File: src/cps_pkg.sv
// Types, constants and helper functions of the debris particle step core.
package cps_pkg;

  // Default coordinate width of the stored position
  localparam int CPS_COORD_BITS = 16;

  // Configuration register reset values
  localparam logic [15:0] CPS_GRAVITY_RESET    = 16'd5041;
  localparam logic [11:0] CPS_FRAME_STEP_RESET = 12'd85;
  localparam logic [11:0] CPS_FRAME_LIM_RESET  = 12'd3072;
  localparam logic [7:0]  CPS_LIFE_BASE_RESET  = 8'd140;

  // Spawn seeding constants
  localparam logic [31:0] CPS_SPAWN_LIFT = 32'h0001_0000;
  localparam logic [11:0] CPS_FRAME_MUL  = 12'd12;
  localparam logic [10:0] CPS_VARIANT_MUL = 11'd5;

  localparam int CPS_CFG_IDX_BITS  = 2;
  localparam int CPS_CFG_DATA_BITS = 16;

  typedef enum logic [CPS_CFG_IDX_BITS-1:0] {
    CFG_GRAVITY_STEP = 2'd0,
    CFG_FRAME_STEP   = 2'd1,
    CFG_FRAME_LIMIT  = 2'd2,
    CFG_LIFE_BASE    = 2'd3
  } cps_cfg_idx_t;

  typedef enum logic {
    OP_SPAWN = 1'b0,
    OP_TICK  = 1'b1
  } cps_op_t;

  typedef struct packed {
    logic [15:0] gravity_step;
    logic [11:0] frame_step;
    logic [11:0] frame_limit;
    logic [7:0]  life_base;
  } cps_cfg_t;

  typedef struct packed {
    logic        opcode;
    logic [15:0] spawn_x;
    logic [15:0] spawn_y;
    logic [15:0] spawn_z;
    logic [31:0] random_word;
    logic [14:0] land_height;
    logic [14:0] water_height;
  } cps_item_t;

  typedef struct packed {
    logic        alive;
    logic [15:0] pos_x;
    logic [15:0] pos_y;
    logic [15:0] pos_z;
    logic [11:0] anim_frame;
    logic [2:0]  sprite_variant;
    logic        splashed;
  } cps_result_t;

  // Drag: speed minus speed/256, quotient truncated toward zero.
  function automatic logic [31:0] cps_drag(input logic [31:0] s);
    logic [31:0] q;
    q = {{8{s[31]}}, s[31:8]} + {31'b0, (s[31] && (s[7:0] != 8'd0))};
    return s - q;
  endfunction

endpackage

File: src/cps_axis_step.sv
// One axis of motion: drag on the speed, then 16.16 accumulation into position.
module cps_axis_step #(
  parameter int COORD_BITS = cps_pkg::CPS_COORD_BITS
) (
  input  logic [COORD_BITS-1:0] pos_in,
  input  logic [31:0]           speed_in,
  input  logic [15:0]           frac_in,
  output logic [COORD_BITS-1:0] pos_out,
  output logic [31:0]           speed_out,
  output logic [15:0]           frac_out
);
  import cps_pkg::*;

  logic [31:0]           sum;
  logic [COORD_BITS-1:0] step;

  // Stored fraction is reused as a signed 16-bit value
  assign speed_out = cps_drag(speed_in);
  assign sum       = {{16{frac_in[15]}}, frac_in} + speed_out;
  assign step      = COORD_BITS'($signed(sum[31:16]));
  assign pos_out   = pos_in + step;
  assign frac_out  = sum[15:0];

endmodule

File: src/cps_cfg_regs.sv
// Configuration register file of the particle step core.
module cps_cfg_regs (
  input  logic                                   clk,
  input  logic                                   rst,
  input  logic                                   cfg_valid,
  input  logic [cps_pkg::CPS_CFG_IDX_BITS-1:0]   cfg_index,
  input  logic [cps_pkg::CPS_CFG_DATA_BITS-1:0]  cfg_data,
  output logic                                   cfg_ready,
  output cps_pkg::cps_cfg_t                      cfg
);
  import cps_pkg::*;

  // Writes are registered directly, so the port is always ready
  assign cfg_ready = 1'b1;

  always_ff @(posedge clk) begin
    if (rst) begin
      cfg.gravity_step <= CPS_GRAVITY_RESET;
      cfg.frame_step   <= CPS_FRAME_STEP_RESET;
      cfg.frame_limit  <= CPS_FRAME_LIM_RESET;
      cfg.life_base    <= CPS_LIFE_BASE_RESET;
    end else if (cfg_valid && cfg_ready) begin
      case (cfg_index)
        CFG_GRAVITY_STEP: cfg.gravity_step <= cfg_data;
        CFG_FRAME_STEP:   cfg.frame_step   <= cfg_data[11:0];
        CFG_FRAME_LIMIT:  cfg.frame_limit  <= cfg_data[11:0];
        CFG_LIFE_BASE:    cfg.life_base    <= cfg_data[7:0];
        default: ;
      endcase
    end
  end

endmodule

File: src/cps_update.sv
// Particle state registers and the per-item spawn / tick update.
module cps_update #(
  parameter int COORD_BITS = cps_pkg::CPS_COORD_BITS
) (
  input  logic                   clk,
  input  logic                   rst,
  input  logic                   fire,
  input  cps_pkg::cps_item_t     item,
  input  cps_pkg::cps_cfg_t      cfg,
  output cps_pkg::cps_result_t   result,
  output logic [COORD_BITS-1:0]  position_x,
  output logic [COORD_BITS-1:0]  position_y,
  output logic [31:0]            speed_x,
  output logic [31:0]            speed_y,
  output logic [15:0]            fraction_x,
  output logic [15:0]            fraction_y
);
  import cps_pkg::*;

  logic                  live_flag, live_flag_next;
  logic [COORD_BITS-1:0] position_z;
  logic [COORD_BITS-1:0] position_x_next, position_y_next, position_z_next;
  logic [31:0]           speed_z;
  logic [31:0]           speed_x_next, speed_y_next, speed_z_next;
  logic [15:0]           fraction_z;
  logic [15:0]           fraction_x_next, fraction_y_next, fraction_z_next;
  logic [8:0]            lifetime, lifetime_next;
  logic [11:0]           anim_counter, anim_counter_next;
  logic [2:0]            variant, variant_next;

  logic [8:0]            life_dec;
  logic [31:0]           speed_z_grav;
  logic [COORD_BITS-1:0] nx, ny, nz;
  logic [31:0]           dsx, dsy, dsz;
  logic [15:0]           fx, fy, fz;
  logic [COORD_BITS-1:0] land_ext, water_ext;
  logic                  splash, bounce;
  logic [12:0]           anim_sum;
  logic [11:0]           anim_adv;
  logic [11:0]           spawn_anim;
  logic [10:0]           spawn_vprod;
  logic [COORD_BITS-1:0] spawn_px, spawn_py, spawn_pz;

  // Three axes of motion
  assign speed_z_grav = speed_z - {16'b0, cfg.gravity_step};

  cps_axis_step #(.COORD_BITS(COORD_BITS)) u_ax_x (
    .pos_in(position_x), .speed_in(speed_x), .frac_in(fraction_x),
    .pos_out(nx), .speed_out(dsx), .frac_out(fx)
  );
  cps_axis_step #(.COORD_BITS(COORD_BITS)) u_ax_y (
    .pos_in(position_y), .speed_in(speed_y), .frac_in(fraction_y),
    .pos_out(ny), .speed_out(dsy), .frac_out(fy)
  );
  cps_axis_step #(.COORD_BITS(COORD_BITS)) u_ax_z (
    .pos_in(position_z), .speed_in(speed_z_grav), .frac_in(fraction_z),
    .pos_out(nz), .speed_out(dsz), .frac_out(fz)
  );

  // Surface crossings, heights are nonnegative at coordinate widths of 16 bits or more
  assign land_ext  = COORD_BITS'(item.land_height);
  assign water_ext = COORD_BITS'(item.water_height);
  assign splash = (item.water_height != 15'd0) &&
                  ($signed(position_z) >= $signed(water_ext)) &&
                  ($signed(nz) <= $signed(water_ext));
  assign bounce = ($signed(position_z) >= $signed(land_ext)) &&
                  ($signed(nz) <= $signed(land_ext));

  // Animation counter, compared before wrap
  assign anim_sum = {1'b0, anim_counter} + {1'b0, cfg.frame_step};
  assign anim_adv = (anim_sum >= {1'b0, cfg.frame_limit}) ? 12'd0 : anim_sum[11:0];

  assign life_dec = lifetime - 9'd1;

  // Spawn seeding from the random word
  assign spawn_anim  = 12'({4'b0, item.random_word[7:0]} * CPS_FRAME_MUL);
  assign spawn_vprod = 11'({3'b0, item.random_word[30:23]} * CPS_VARIANT_MUL);
  assign spawn_px    = COORD_BITS'($signed(item.spawn_x));
  assign spawn_py    = COORD_BITS'($signed(item.spawn_y));
  assign spawn_pz    = COORD_BITS'($signed(item.spawn_z));

  // Next state and result
  always_comb begin
    live_flag_next    = live_flag;
    position_x_next   = position_x;
    position_y_next   = position_y;
    position_z_next   = position_z;
    speed_x_next      = speed_x;
    speed_y_next      = speed_y;
    speed_z_next      = speed_z;
    fraction_x_next   = fraction_x;
    fraction_y_next   = fraction_y;
    fraction_z_next   = fraction_z;
    lifetime_next     = lifetime;
    anim_counter_next = anim_counter;
    variant_next      = variant;
    result            = '0;

    case (item.opcode)
      OP_SPAWN: begin
        live_flag_next    = 1'b1;
        position_x_next   = spawn_px;
        position_y_next   = spawn_py;
        position_z_next   = spawn_pz;
        anim_counter_next = spawn_anim;
        lifetime_next     = {1'b0, cfg.life_base} + {2'b0, item.random_word[6:0]};
        variant_next      = spawn_vprod[10:8];
        speed_x_next      = {{14{item.random_word[15]}}, item.random_word[15:0], 2'b00};
        speed_y_next      = {{14{item.random_word[31]}}, item.random_word[31:16], 2'b00};
        speed_z_next      = {14'b0, item.random_word[23:8], 2'b00} + CPS_SPAWN_LIFT;
        fraction_x_next   = 16'd0;
        fraction_y_next   = 16'd0;
        fraction_z_next   = 16'd0;
        result.alive          = 1'b1;
        result.pos_x          = item.spawn_x;
        result.pos_y          = item.spawn_y;
        result.pos_z          = item.spawn_z;
        result.anim_frame     = spawn_anim;
        result.sprite_variant = spawn_vprod[10:8];
      end
      OP_TICK: begin
        if (live_flag) begin
          lifetime_next = life_dec;
          if (life_dec == 9'd0) begin
            // expiry: all-zero result
            live_flag_next = 1'b0;
          end else begin
            speed_x_next    = dsx;
            speed_y_next    = dsy;
            speed_z_next    = dsz;
            fraction_x_next = fx;
            fraction_y_next = fy;
            fraction_z_next = fz;
            if (splash) begin
              live_flag_next  = 1'b0;
              result.pos_x    = position_x[15:0];
              result.pos_y    = position_y[15:0];
              result.pos_z    = {1'b0, item.water_height};
              result.splashed = 1'b1;
            end else begin
              position_x_next   = nx;
              position_y_next   = ny;
              position_z_next   = bounce ? land_ext : nz;
              if (bounce) begin
                speed_z_next = 32'd0 - dsz;
              end
              anim_counter_next     = anim_adv;
              result.alive          = 1'b1;
              result.pos_x          = nx[15:0];
              result.pos_y          = ny[15:0];
              result.pos_z          = bounce ? {1'b0, item.land_height} : nz[15:0];
              result.anim_frame     = anim_adv;
              result.sprite_variant = variant;
            end
          end
        end
      end
      default: ;
    endcase
  end

  always_ff @(posedge clk) begin
    if (rst) begin
      live_flag    <= 1'b0;
      position_x   <= '0;
      position_y   <= '0;
      position_z   <= '0;
      speed_x      <= '0;
      speed_y      <= '0;
      speed_z      <= '0;
      fraction_x   <= '0;
      fraction_y   <= '0;
      fraction_z   <= '0;
      lifetime     <= '0;
      anim_counter <= '0;
      variant      <= '0;
    end else if (fire) begin
      live_flag    <= live_flag_next;
      position_x   <= position_x_next;
      position_y   <= position_y_next;
      position_z   <= position_z_next;
      speed_x      <= speed_x_next;
      speed_y      <= speed_y_next;
      speed_z      <= speed_z_next;
      fraction_x   <= fraction_x_next;
      fraction_y   <= fraction_y_next;
      fraction_z   <= fraction_z_next;
      lifetime     <= lifetime_next;
      anim_counter <= anim_counter_next;
      variant      <= variant_next;
    end
  end

endmodule

File: src/crash_particle_physics_step_core.sv
// Top level of the debris particle step core: handshake, pipeline and probe.
//
// Usage:
//   Input channel (in_valid / in_stall) carries one item per transfer: a
//   spawn (opcode 0) or a tick (opcode 1) with terrain heights sampled at
//   the probe_x / probe_y of the previous result.
//   Output channel (out_valid / out_stall) carries exactly one result per
//   input item, in order.
//   Configuration writes (cfg_valid / cfg_ready, cfg_index, cfg_data) are
//   registered directly; cfg_ready is always high. Write only while idle.
// Timing:
//   From input transfer to result valid, an item passes one input
//   register, then the state update and result register together.
//   Throughput is one item per cycle while no result is stalled; the particle
//   state register feeds back into the next item's update.
// Reset (rst, synchronous) clears the particle, both pipeline stages and
//   loads the default configuration.
// Stall: while out_stall holds a result, one more item is taken into the
//   input register; in_stall rises only when both stages are full.
module crash_particle_physics_step_core #(
  parameter int COORD_BITS = cps_pkg::CPS_COORD_BITS
) (
  input  logic                                  clk,
  input  logic                                  rst,
  // input channel
  input  logic                                  in_valid,
  output logic                                  in_stall,
  input  logic                                  opcode,
  input  logic signed [15:0]                    spawn_x,
  input  logic signed [15:0]                    spawn_y,
  input  logic signed [15:0]                    spawn_z,
  input  logic [31:0]                           random_word,
  input  logic [14:0]                           land_height,
  input  logic [14:0]                           water_height,
  // output channel
  output logic                                  out_valid,
  input  logic                                  out_stall,
  output logic                                  alive,
  output logic signed [15:0]                    pos_x,
  output logic signed [15:0]                    pos_y,
  output logic signed [15:0]                    pos_z,
  output logic [11:0]                           anim_frame,
  output logic [2:0]                            sprite_variant,
  output logic                                  splashed,
  output logic signed [15:0]                    probe_x,
  output logic signed [15:0]                    probe_y,
  // configuration port
  input  logic                                  cfg_valid,
  output logic                                  cfg_ready,
  input  logic [cps_pkg::CPS_CFG_IDX_BITS-1:0]  cfg_index,
  input  logic [cps_pkg::CPS_CFG_DATA_BITS-1:0] cfg_data
);
  import cps_pkg::*;

  cps_cfg_t              cfg;
  logic                  s1_valid;
  cps_item_t             s1_item;
  cps_result_t           out_result;
  cps_result_t           upd_result;
  logic                  adv;
  logic                  fire;
  logic                  accept;
  logic [COORD_BITS-1:0] position_x, position_y;
  logic [31:0]           speed_x, speed_y;
  logic [15:0]           fraction_x, fraction_y;
  logic [COORD_BITS-1:0] probe_px, probe_py;

  cps_cfg_regs u_cfg (
    .clk(clk), .rst(rst),
    .cfg_valid(cfg_valid), .cfg_index(cfg_index), .cfg_data(cfg_data),
    .cfg_ready(cfg_ready), .cfg(cfg)
  );

  // Pipeline control: the result register frees up when empty or transferring
  assign adv      = !out_valid || !out_stall;
  assign fire     = s1_valid && adv;
  assign in_stall = s1_valid && !adv;
  assign accept   = in_valid && !in_stall;

  // Input register
  always_ff @(posedge clk) begin
    if (rst) begin
      s1_valid <= 1'b0;
    end else if (accept) begin
      s1_valid <= 1'b1;
    end else if (adv) begin
      s1_valid <= 1'b0;
    end
  end

  always_ff @(posedge clk) begin
    if (accept) begin
      s1_item.opcode       <= opcode;
      s1_item.spawn_x      <= spawn_x;
      s1_item.spawn_y      <= spawn_y;
      s1_item.spawn_z      <= spawn_z;
      s1_item.random_word  <= random_word;
      s1_item.land_height  <= land_height;
      s1_item.water_height <= water_height;
    end
  end

  cps_update #(.COORD_BITS(COORD_BITS)) u_update (
    .clk(clk), .rst(rst), .fire(fire), .item(s1_item), .cfg(cfg),
    .result(upd_result),
    .position_x(position_x), .position_y(position_y),
    .speed_x(speed_x), .speed_y(speed_y),
    .fraction_x(fraction_x), .fraction_y(fraction_y)
  );

  // Result register
  always_ff @(posedge clk) begin
    if (rst) begin
      out_valid <= 1'b0;
    end else if (adv) begin
      out_valid <= s1_valid;
    end
  end

  always_ff @(posedge clk) begin
    if (fire) begin
      out_result <= upd_result;
    end
  end

  // Probe: where the next tick moves x and y, from the state just written.
  // The state only changes on fire, so it holds while a result is stalled.
  cps_axis_step #(.COORD_BITS(COORD_BITS)) u_probe_x (
    .pos_in(position_x), .speed_in(speed_x), .frac_in(fraction_x),
    .pos_out(probe_px), .speed_out(), .frac_out()
  );
  cps_axis_step #(.COORD_BITS(COORD_BITS)) u_probe_y (
    .pos_in(position_y), .speed_in(speed_y), .frac_in(fraction_y),
    .pos_out(probe_py), .speed_out(), .frac_out()
  );

  assign alive          = out_result.alive;
  assign pos_x          = out_result.pos_x;
  assign pos_y          = out_result.pos_y;
  assign pos_z          = out_result.pos_z;
  assign anim_frame     = out_result.anim_frame;
  assign sprite_variant = out_result.sprite_variant;
  assign splashed       = out_result.splashed;
  assign probe_x        = out_result.alive ? probe_px[15:0] : 16'd0;
  assign probe_y        = out_result.alive ? probe_py[15:0] : 16'd0;

endmodule

File: config.mk
export PLATFORM = sky130hd
export DESIGN_NAME = crash_particle_physics_step_core
export DESIGN_NICKNAME = d
export VERILOG_FILES = /design/src/cps_pkg.sv /design/src/cps_axis_step.sv /design/src/cps_cfg_regs.sv /design/src/cps_update.sv /design/src/crash_particle_physics_step_core.sv
export SDC_FILE = /design/constraint.sdc
export NUM_CORES = 2
export LEC_CHECK = 0
export ABC_AREA = 0
export BUFFER_PORTS_ARGS = -buffer_cell sky130_fd_sc_hd__buf_2
export CAP_MARGIN = 20
export CORE_MARGIN = 1.5
export CORE_UTILIZATION = 50
export CTS_CLUSTER_SIZE = 25
export DETAILED_ROUTE_END_ITERATION = 7
export PLACE_DENSITY = 0.68
export SYNTH_ARGS = -nofsm -noshare
export SYNTH_HDL_FRONTEND = slang
export SYNTH_SLANG_ARGS = --single-unit
export TNS_END_PERCENT = 100
File: constraint.sdc
create_clock -name clk -period 17.9 [get_ports clk]
set_clock_uncertainty 0.05 [all_clocks]
set_input_delay 2.685 -clock clk [delete_from_list [all_inputs] [get_ports clk]]
set_output_delay 2.685 -clock clk [all_outputs]
set_load 0.02 [all_outputs]
# == Word-level counts from Yosys, hierarchy flattened ==
# Index checks and enable logic that the tools add are counted.
# totals
reg_bits,443
# op_classes
n_addsub,18
multipliers,2
magnitude_cmp,5
n_eq_ne,6
n_mux,54
bitwise,2
reduce_logical,30
# ops
op,count
$mux 16,18
$mux 32,8
$pmux 16 s2,6
$pmux 32 s2,3
$mux 65,2
$pmux 64 s2,1
$add 32x32->32,3
$sub 32x32->32,3
$add 24x2->25,3
$add 16x16->16,3
$mux 12,4
$mux 48,1
$ge 16x16->1,2
$le 16x16->1,2
$sub 1x32->32 const A,1
$sub 32x16->32,1
$pmux 12 s2,1
$reduce_bool 8->1,3
$add 18x17->19 const B,1
$pmux 9 s2,1
$mux 15,1
$reduce_bool 15->1,1
$add 12x12->13,1
$ge 13x12->1,1
22 further kinds,46

# == Logic depth before layout (Yosys ltp) ==
# logic_depth
ltp_word,14
ltp_mapped,59
depth_no_buf,55

# == Cells and area by module ==
# From an unflattened synthesis, not the netlist that was laid out.
# unflattened
hier_cells,5066
area_unflattened_um2,42956.2
# modules_own_cells
mod,instances,cells_each,area_each_um2,seq_area_each_um2
cps_update,1,1761,14322.5,4344.2
cps_axis_step (u_probe_y ...),3,576,4205.3,0.0
crash_particle_physics_step_core,1,221,5617.9,5325.1
cps_axis_step (u_probe_x),1,586,4242.8,0.0
cps_axis_step (u_update.u_ax_z),1,576,4167.7,0.0
cps_cfg_regs,1,194,1989.4,960.9

# == Worst setup path before layout ==
# No wires, ideal clock.
# synth_timing
path_type,reg-to-reg
start,"register, netlist name u_cfg.cfg[46]"
end,"register out_result, in the netlist pos_x[15], data pin"
arrival_time_ns,10.380
required_ns,17.575
slack_ns,7.195
path_stages_with_launch,50
cell_sequence,dfxtp_1 > inv_1 > ha_1 > a21o_1 > o21bai_1 > a311o_1 > a211o_1 > or4_1 > xnor2_1 > o31a_1 > ha_1 > nand3_1 > nor2_1 > and3_1 > nand3_1 > or3_1 > nor4_1 > and2_1 > [... 14 more ...] > a221oi_1 > o21bai_1 > xor2_1 > ha_1 > or3_1 > a211o_1 > a31o_2 > a21oi_1 > xnor2_1 > ha_1 > nand4_1 > nor3_1 > a21oi_1 > a21bo_2 > buf_2 > buf_2 > clkbuf_1 > o221ai_1
# synth_lines
element,line,rtl
end signal: assignment,crash_particle_physics_step_core.sv:122,out_result <= upd_result;
end: declaration,crash_particle_physics_step_core.sv:58,cps_result_t out_result;

==> summary.md <==
| Metric | Value |
|---|---|
| Status | `completed` |
| Rows | `94` |
| Number of global-route vias before repair | `approximately 28000` |
| Primary FF master, synth | `dfxtp_1` |
| Antenna violations before repair | `1` |
| Routed WL per cell | `roughly 20 µm` |
| Gr usage total | `27.9%` |
| Top post-synthesis cells by area | `dfxtp_1 16%, edfxtp_1 16%, ha_1 14%, xnor2_1 5.6%, a21oi_1 4.1%` |
| # diodes | `0` |
| Core box area | `66200 µm²` |
| CTS max path bufs | `3` |
| FF-to-FF End | `pos_x[15]$_DFFE_PP_` |
| Synthesized flop and latch total | `443` |
| Die ar. | `between 60000 and 70000 µm²` |
| VDD IR max | `185 µV` |
| Area grow syn2layout | `11.1%` |
| Ys async rst share | `0%` |
| RD Place Congestion | `0.940` |
| HPWL Detailed | `around 74000 µm` |
| Syn Nets | `about 4400` |
| Crit path max-delay cell type | `buf_4` |
| # fillers | `6078` |
| ANT nets after route | `0` |
| Worst min-delay path class | `reg -> reg` |
| Chip height | `262 µm` |
| Worst reg2reg setup slack | `4.40 ns` |
| R2R depth | `55` |
| Post-route cell area | `37400 µm²` |
| CP Data Arrival Time | `13.88 ns` |
| Startpoint type of the worst setup path | `flip-flop` |
| CTS tree | `yes` |
| RSZ-0062 raised after global routing | `false` |
| Power Dens Cells | `between 150 and 200 nW/µm²` |
| Relative slew slack | `24.7%` |
| Routed WL | `roughly 100000 µm` |
| Worst Hold Launch | `u_cfg.cfg[12]$_SDFFE_PP0P_` |
| Clk Tree Root Cell | `clkbuf_16` |
| DRT iter0 DRCs | `2963` |
| Nets | `about 4500` |
| Post-synth EDFFs | `~180` |
| Dpl cell area | `35600 µm²` |
| Initial Utilization | `50.8%` |
| Hold-fix buffer count after cts | `0` |
| Yosys top cell by area | `dfxtp_1` |
| IO Pins | `around 230` |
| Slew at the pin with the worst max-slew slack | `1.13 ns` |
| Setup violators final | `0` |
| Post-CTS sizing | `0` |
| Postcts setup bufs | `0` |
| PortBufs | `~230` |
| H-tree Lvls | `2` |
| DRT Pass-1 Iters | `5` |
| Die W | `between 200 and 300 µm` |
| Setup_tns | `0 ns` |
| Largest net degree at the start of global routing | `149` |
| CTS clk-pin slew, worst paths | `0.06 ns` |
| Mean Syn Cell Area | `just under 9 µm²` |
| Top-area cell type share of the netlist area | `15.9%` |
| Yosys warnings | `0` |
| Tmin final | `13.50 ns` |
| Sequential-to-total area share from yosys stat | `31.6%` |
| Post-Syn Instances | `3852` |
| Total clock sinks | `between 400 and 500` |
| Crit Path Max Fanout | `48` |
| Hold Crit Endpoint | `u_cfg.cfg[12]$_SDFFE_PP0P_` |
| Crit path largest cell delay | `0.69 ns` |
| DR vias/cell | `6.02` |
| DR vias | `between 20000 and 30000` |
| Share of cells above drive strength 1 | `9.92%` |
| Hold depth | `2` |
| Peak Freq | `74.1 MHz` |
| Total gr overflow | `0` |
| Reg2reg start | `u_cfg.cfg[44]$_SDFFE_PP1P_` |
| CTS Buf Count | `between 50 and 60` |
| Setup crit end kind | `flip-flop` |
| DR DRC count | `0` |
| First-pass GRT wire length | `155000 µm` |
| Final Hold Fails | `0` |
| Yosys cell types | `90` |
| Worst-Skew Late Latency | `0.65 ns` |
| Max-cap check violation count | `0` |
| Max Slew Vio Count | `0` |
| Critical Path RT | `around 18 ns` |
| Leak Pwr | `16.2 nW` |
| Synth Cell Area | `approximately 34000 µm²` |
| Total power | `7.15 mW` |
| Crit path kind | `reg -> reg` |
| Period Utilization, post-route | `approximately 75%` |
[stage by stage]
step | std cells | worst slack [ns] | utilization, % | hold WS, ns
after floorplan | 3852 | 7.20 | - | 0.386
after global placement | 4829 | 5.00 | 53.8 | 0.392
after detailed placement | 4829 | 4.64 | 53.8 | 0.398
after CTS | 4925 | 4.65 | 56.5 | 0.406
after global routing | 4926 | 3.44 | 56.5 | 0.427
final | 4926 | 4.40 | 56.5 | 0.405
[cells in the final DEF, fill, tap and decap left out, drive strengths merged, types with 20 or more instances in the layout]
cell type	count
nand2	312
xnor2	214
o21bai	29
a221oi	33
o211ai	29
nand2b	42
nor2	354
inv	203
a211oi	84
a211o	23
edfxtp	176
dfxtp	267
o2bb2ai	34
nand3	125
nor2b	52
a21o	107
a21oi	277
and3	35
o21ai	155
a22oi	69
nand4	27
and2	49
ha	373
clkbuf	64
nor4	20
clkinv	20
o21a	47
mux2i	94
buf	258
nor3	66
xor2	129
a31oi	26
[report_power, final]
group	total [mW]	internal, mW	switching (mW)
combinational	4.83	1.86	2.97
sequential	1.20	1.13	0.0774
clock	1.11	0.643	0.469
total	7.15	3.63	3.52
[kinds of logic (layout without fill, tap and decap cells)]
group	count (synthesis)	after routing	share of synthesized area [%]
simple gates	1167	1167	16.4
compound gates	1072	1072	21.5
flops	443	443	31.6
fa+ha+maj	386	386	14.6
buf+inv	345	555	4.01
xor+xnor	344	344	9.02
mux	94	94	2.80
other cells	1	1	0.0111
[synthesized netlist by cell type, types with 52 or more instances]
cell	number
mux2i_1	94
xnor2_1	214
nor2b_1	52
o21ai_0	145
dfxtp_1	267
nor3_1	66
nand2_1	312
edfxtp_1	176
nand3_1	125
a22oi_1	69
ha_1	373
xor2_1	128
nor2_1	354
a21o_1	107
a21oi_1	277
a211oi_1	83
inv_1	198
clkbuf_1	112
[metal layers]
metal | share of wire (%) | vias up | routed length (µm) | GRT usage (%)
met5 | 0 | - | 0 | 0
met2 | 43 | 1116 | 42300 | 42.3
met1 | 47 | 13900 | 46300 | 40.6
met4 | 3.0 | 0 | 3020 | 8.91
met3 | 7.5 | 155 | 7380 | 4.19
li1 | - | 14500 | - | -
[critical path, delay by kind of cell, from the launching register on]
family | cells | cell delay [ns]
AOI/OAI and AO/OA | 24 | 5.65
and+or+nand+nor | 16 | 2.96
adders and majority gates | 7 | 2.07
xor gates and xnor gates | 5 | 1.42
buffers and inverters | 3 | 0.83
DFF | 1 | 0.31
[worst max-delay path by stage]
stage | start | to | slack, ns | cells after the start
after floorplan | u_cfg.cfg[46]$_SDFFE_PP0P_ | pos_x[15]$_DFFE_PP_ | 7.20 | 49
after global placement | u_cfg.cfg[44]$_SDFFE_PP1P_ | pos_x[15]$_DFFE_PP_ | 5.00 | 54
after detailed placement | u_cfg.cfg[44]$_SDFFE_PP1P_ | pos_z[1]$_DFFE_PP_ | 4.64 | 55
after CTS | u_cfg.cfg[44]$_SDFFE_PP1P_ | pos_x[15]$_DFFE_PP_ | 4.65 | 55
after global routing | u_cfg.cfg[44]$_SDFFE_PP1P_ | pos_z[1]$_DFFE_PP_ | 3.44 | 53
final | u_cfg.cfg[44]$_SDFFE_PP1P_ | pos_x[15]$_DFFE_PP_ | 4.40 | 55
[flip-flops by register name, summed over array words and instances, names as in the netlist, 32 cells and up]
name	flops
s1_item	111
u_cfg.cfg	48
u_update.speed_x	32
u_update.speed_y	32
u_update.speed_z	32
[layout make-up]
| type | count | area, µm² | share of cell area, % |
|---|---|---|---|
| repair buffers | 259 | 1400 | 3.74 |
| well taps | 864 | 1080 | 2.89 |
| clock inverters | 33 | 412 | 1.10 |
| multi-input cells | 3064 | 21700 | 58.1 |
| flip-flops and latches | 443 | 10600 | 28.4 |
| clock buffers | 63 | 1380 | 3.69 |
| inverters | 200 | 752 | 2.01 |
Note: power is estimated with default switching activity, not from simulation.
